`src/dfmn_pkg.sv`:
```
// ----------------------------------------------------------------------------
// dfmn_pkg
// shared types and constants of the depth frame min/max normalizer
// ----------------------------------------------------------------------------
package dfmn_pkg;

  localparam int CFG_W = 20;
  localparam logic [CFG_W-1:0] FRAME_PIXELS_RESET = 20'd307200;

  localparam int GRAY_W = 8;
  localparam logic [GRAY_W-1:0] GRAY_INVALID = 8'd0;
  localparam logic [GRAY_W-1:0] GRAY_LOW     = 8'd1;
  localparam logic [GRAY_W-1:0] GRAY_HIGH    = 8'd255;
  localparam logic [GRAY_W-1:0] GRAY_ONE     = 8'd1;

  localparam logic OP_LOAD = 1'b0;
  localparam logic OP_READ = 1'b1;

  typedef enum logic [3:0] {
    S_IDLE = 4'b0001,
    S_PREP = 4'b0010,
    S_DIV  = 4'b0100,
    S_DONE = 4'b1000
  } state_t;

  typedef struct packed {
    logic load;
    logic read;
    logic prep;
    logic div_step;
    logic out_load;
  } dp_cmd_t;

  typedef struct packed {
    logic special;
    logic div_last;
    logic out_free;
  } dp_status_t;

endpackage

```
`src/dfmn_ctrl.sv`:
```
// ----------------------------------------------------------------------------
// dfmn_ctrl
// sequencer: takes beats, runs fetch / scale / divide / hand-off of a read
// ----------------------------------------------------------------------------
module dfmn_ctrl (
  input  logic                 clk,
  input  logic                 rst_n,
  input  logic                 in_valid,
  input  logic                 in_operation,
  output logic                 in_stall,
  input  dfmn_pkg::dp_status_t status,
  output dfmn_pkg::dp_cmd_t    cmd
);

  dfmn_pkg::state_t state_r, state_nxt;

  logic accept;

  assign in_stall = (state_r != dfmn_pkg::S_IDLE);
  assign accept   = in_valid && !in_stall;

  always_comb begin
    state_nxt    = state_r;
    cmd          = '0;
    case (state_r)
      dfmn_pkg::S_IDLE: begin
        if (accept) begin
          if (in_operation == dfmn_pkg::OP_READ) begin
            cmd.read  = 1'b1;
            state_nxt = dfmn_pkg::S_PREP;
          end else begin
            cmd.load  = 1'b1;
          end
        end
      end
      dfmn_pkg::S_PREP: begin
        cmd.prep  = 1'b1;
        state_nxt = status.special ? dfmn_pkg::S_DONE : dfmn_pkg::S_DIV;
      end
      dfmn_pkg::S_DIV: begin
        cmd.div_step = 1'b1;
        if (status.div_last) begin
          state_nxt = dfmn_pkg::S_DONE;
        end
      end
      dfmn_pkg::S_DONE: begin
        if (status.out_free) begin
          cmd.out_load = 1'b1;
          state_nxt    = dfmn_pkg::S_IDLE;
        end
      end
      default: begin
        state_nxt = dfmn_pkg::S_IDLE;
      end
    endcase
  end

  always_ff @(posedge clk) begin
    if (!rst_n) begin
      state_r <= dfmn_pkg::S_IDLE;
    end else begin
      state_r <= state_nxt;
    end
  end

endmodule

```
`config.mk`:
```
export PLATFORM = sky130hd
export DESIGN_NAME = dfmn_ctrl
export DESIGN_NICKNAME = d
export VERILOG_FILES = /design/src/dfmn_pkg.sv /design/src/dfmn_ctrl.sv
export SDC_FILE = /design/constraint.sdc
export NUM_CORES = 1
export LEC_CHECK = 0
export BUFFER_PORTS_ARGS = -buffer_cell sky130_fd_sc_hd__buf_2
export CORE_AREA = 2 2 39 41
export CTS_BUF_LIST = sky130_fd_sc_hd__clkbuf_8
export DETAILED_ROUTE_END_ITERATION = 7
export DIE_AREA = 0 0 41 43
export GPL_ROUTABILITY_DRIVEN = 0
export PLACE_DENSITY = 0.5
export RECOVER_POWER = 50
export SLEW_MARGIN = 10
export SYNTH_ARGS = -nofsm -noshare
export SYNTH_HDL_FRONTEND = slang
export SYNTH_SLANG_ARGS = --single-unit
```
`constraint.sdc`:
```
create_clock -name clk -period 2.5 [get_ports clk]
set_input_delay 0.375 -clock clk [delete_from_list [all_inputs] [get_ports clk]]
set_output_delay 0.375 -clock clk [all_outputs]
set_load 0.01 [all_outputs]
```
# After elaboration in Yosys (flattened, before gate mapping)
# Cells that the tools add are included.
totals:
  ram_bits: 0
  inputBits: 7
  elab_cells: 27
  ff_bits: 4
  latch_bits: 0
  romBits: 0
  output_inout_bits: 6
  n_memories: 0
classes:
  addsub: 0
  shift: 0
  n_eq_ne: 9
  bitwise_logic: 0
  mux: 14
  div_mod_pow: 0
  magnitude_cmp: 0
  multipliers: 0
  n_reduce_logical: 3
ops:
  columns: ["operator", "count"]
  rows:
  - ["$mux W4", 5]
  - ["$pmux W4 S4", 1]
  - ["$ne A2 B2 Y1 const B", 4]
  - ["$mux W1", 6]
  - ["$eq A4 B1 Y1 const B", 1]
  - ["$eq A4 B2 Y1 const B", 1]
  - ["$eq A4 B3 Y1 const B", 1]
  - ["$eq A4 B4 Y1 const B", 1]
  - ["$mux W2", 2]
  - ["$ne A4 B1 Y1 const B", 1]
  - ["$reduce_and A4 Y1", 1]
  - ["$logic_and A1 B1 Y1", 1]
  - ["$logic_not A1 Y1", 1]

# Longest topological paths before layout
depth:
  depth_word: 5
  mapped_depth: 4
  depth_no_buf: 3

# Worst setup path before layout
# Ideal clock, no wire load.
synth_timing:
  path_kind: "register to output"
  start: "register state_r[0]"
  end: "output cmd[4] (netlist bit)"
  path_stages_with_launch: 3
  arrival_time_ns: 1.285
  slack_ns: 0.840
  path_cell_list: "dfxtp_1 or4b_4 nor3b_1"
synth_rtl:
  columns: ["element", "line_no", "text"]
  rows:
  - ["from (decl)", "dfmn_ctrl.sv:15", "dfmn_pkg::state_t state_r, state_nxt;"]
  - ["from (signal assigned)", "dfmn_ctrl.sv:60", "state_r <= dfmn_pkg::S_IDLE;"]
  - ["from (signal assigned)", "dfmn_ctrl.sv:62", "state_r <= state_nxt;"]
  - ["to (decl)", "dfmn_ctrl.sv:12", "output dfmn_pkg::dp_cmd_t cmd"]

==> results.sh <==
export IMPL_min_path_type="in -> reg"
export IMPL_die_x_um=41
export IMPL_yosysSeqAreaShare_pct=29.8
export IMPL_drt_wirelength_per_cell_um=10.0
export IMPL_io_pins=13
export IMPL_htree_levels=1
export IMPL_vias_per_cell=4.31
export IMPL_synth_distinct_cells=22
export IMPL_largest_reg_flops=4
export IMPL_setup_tns_ns=0
export IMPL_slew_headroom_pct=80.2
export IMPL_setup_viol=0
export IMPL_initialDrtViolationCount=4
export IMPL_syn_to_final_growth_pct=40.5
export IMPL_p_leak_nw=0.179
export IMPL_worst_path_buf_inv=1
export IMPL_yosys_warnings=0
export IMPL_tritoncts="built"
export IMPL_end_kind="output port"
export IMPL_synth_cells=31
export IMPL_required_ns=2.12
export IMPL_rows=14
export IMPL_maxCapViolations=0
export IMPL_reg_top3="state_r x4"
export IMPL_power_mw=0.235
export IMPL_clock_sinks=4
export IMPL_first_global_vias=233
export IMPL_syn_area_per_cell_um2=8.68
export IMPL_ctsHoldBuffers=0
export IMPL_cpPeakStageDelay_ns=0.57
export IMPL_tightestPinTransition_ns=0.297
export IMPL_cellPowerDensity_mw_per_mm2=622
export IMPL_num_antenna_cells=0
export IMPL_synth_nets=38
export IMPL_crit_path_start_kind="flip-flop"
export IMPL_grt_ovfl_total=0
export IMPL_via_count=263
export IMPL_maxSlewViolCount=0
export IMPL_ir_drop_v=0.000196
export IMPL_cp_cell_sequence="or4b_1 -> nor3b_1 -> buf_2"
export IMPL_hold_viol_final=0
export IMPL_cp_max_fo=8
export IMPL_grt_pass1_wl_um=966
export IMPL_dieArea_mm2=0.00176
export IMPL_drive_above_1_share_pct=37.8
export IMPL_numCtsBuffers=3
export IMPL_numPortBuffers=12
export IMPL_ctsResizeCount=0
export IMPL_antenna_left=0
export IMPL_antenna_found_initial=0
export IMPL_clk_pin_slew_ns=0.03
export IMPL_core_mm2=0.00138
export IMPL_status="complete, no violations"
export IMPL_fmaxAchievable_mhz=509
export IMPL_place_hpwl_um=469
export IMPL_fin_crit_sh_pct=78.5
export IMPL_top_register="state_r"
export IMPL_drc=0
export IMPL_fin_nets=54
export IMPL_rsz0062_at_grt="no"
export IMPL_place_inst=58
export IMPL_root_buffer="clkbuf_8"
export IMPL_worstSetupPathType="reg -> out"
export IMPL_synth_top_area_cell="dfxtp_1"
export IMPL_ys_top_cells_by_area="dfxtp_1 30%, nor3b_1 8.4%, nor3_1 5.6%"
export IMPL_track_usage_pct=8.03
export IMPL_worstPathArrival_ns=1.59
export IMPL_die_h_um=43
export IMPL_finClkSkew_ns=0.00198
export IMPL_clockBufferDepth=2
export IMPL_cts_setup_buffers=0
export IMPL_first_pass_iters=4
export IMPL_grt_max_degree=12
export IMPL_initial_utilization_pct=19.4
export IMPL_yosysTopAreaCellShare_pct=29.8
export IMPL_drt_total_wl_um=610
export IMPL_cpMaxStageDelayCell="or4b_1"
export IMPL_critical_path_top_delay_family="simple AND/OR/NAND/NOR gates"
export IMPL_fin_crit_ns=1.96
export IMPL_syn_area_um2=269
export IMPL_ys_seq_elements=4
export IMPL_insertion_delay_ns=0.21
export IMPL_layout_cells_non_filler=61
-- worst register-to-register path: cells and delay by family, from the launching register on --
kind	cells	cell delay, ns
flip-flops	1	0.43
AND/OR/NAND/NOR	3	0.84
-- layer usage --
metal,wire [um],track usage [%]
met1,276,10.3
met2,304,11.3
met3,29,1.57
met4,0,6.00
met5,0,0
-- report_power, final --
part | total [mW] | internal (mW) | switching [mW]
clock | 0.132 | 0.102 | 0.0296
sequential | 0.0714 | 0.0670 | 0.00445
combinational | 0.0317 | 0.0164 | 0.0153
-- path summary, 6_finish.rpt --
check	startpoint	cells after the start	to	slack, ns
max	state_r[0]$_SDFFE_PN1P_	3	cmd[4]	0.54
min	rst_n	2	state_r[0]$_SDFFE_PN1P_	0.39
max reg2reg	state_r[0]$_SDFFE_PN1P_	3	state_r[1]$_SDFFE_PN0P_	1.17
min reg2reg	state_r[0]$_SDFFE_PN1P_	2	state_r[3]$_SDFFE_PN0P_	0.65
-- per-stage QoR --
| stage | utilization [%] | cell area (um^2) | hold WS, ns | worst slack [ns] |
|---|---|---|---|---|
| after floorplan | - | 269 | 0.454 | 0.840 |
| after global routing | 27.3 | 378 | 0.393 | 0.445 |
| after CTS | 27.7 | 383 | 0.385 | 0.587 |
| after detailed placement | 24.7 | 342 | 0.606 | 0.816 |
| after global placement | 24.7 | 342 | 0.607 | 0.844 |
| final | 27.3 | 378 | 0.389 | 0.537 |
-- cell usage after synthesis --
cell type / instances
nand3_1: 1
nor3b_1: 3
nor3_1: 3
or3b_2: 1
nor2_1: 1
nor2b_4: 1
and2_1: 1
o211a_1: 1
nand2b_1: 2
a21oi_1: 1
inv_1: 2
nand3b_1: 1
o311a_1: 1
o221ai_1: 1
and3_1: 1
o22ai_1: 1
buf_4: 1
and2_2: 1
dfxtp_1: 4
or4b_4: 1
nor2b_1: 1
o21ai_0: 1
-- logic make-up after synthesis --
kind of cell | after synthesis | share of synthesized area (%)
DFF | 4 | 29.8
AOI/OAI and AO/OA | 6 | 16.7
and+or+nand+nor | 18 | 47.9
buffers and inverters | 3 | 5.58
-- cell usage in the layout, fill, tap and decap left out --
master	Yosys	routed
o22ai_1	1	1
nor2_1	1	1
nor2b_1	1	1
buf_2	0	11
and2_0	0	1
nor2b_4	1	1
nand2b_1	2	2
inv_1	2	2
dfxtp_1	4	4
o21ai_0	1	1
nand3b_1	1	1
and2_2	1	1
a21oi_1	1	1
o311a_1	1	1
o211a_1	1	1
or4b_1	0	1
nand3_1	1	1
nor3b_1	3	3
and3_1	1	1
o221ai_1	1	1
or3b_2	1	1
clkbuf_8	0	3
clkbuf_1	0	1
nor3_1	3	3
-- area by class of cell --
type	count	area, um^2
well taps	16	20.0
inverters	2	7.51
clock buffers	3	41.3
fillers	157	1010
multi-input cells	24	170
flip-flops and latches	4	80.1
repair buffers	12	58.8
No activity file was read; power rests on OpenSTA's default activity.
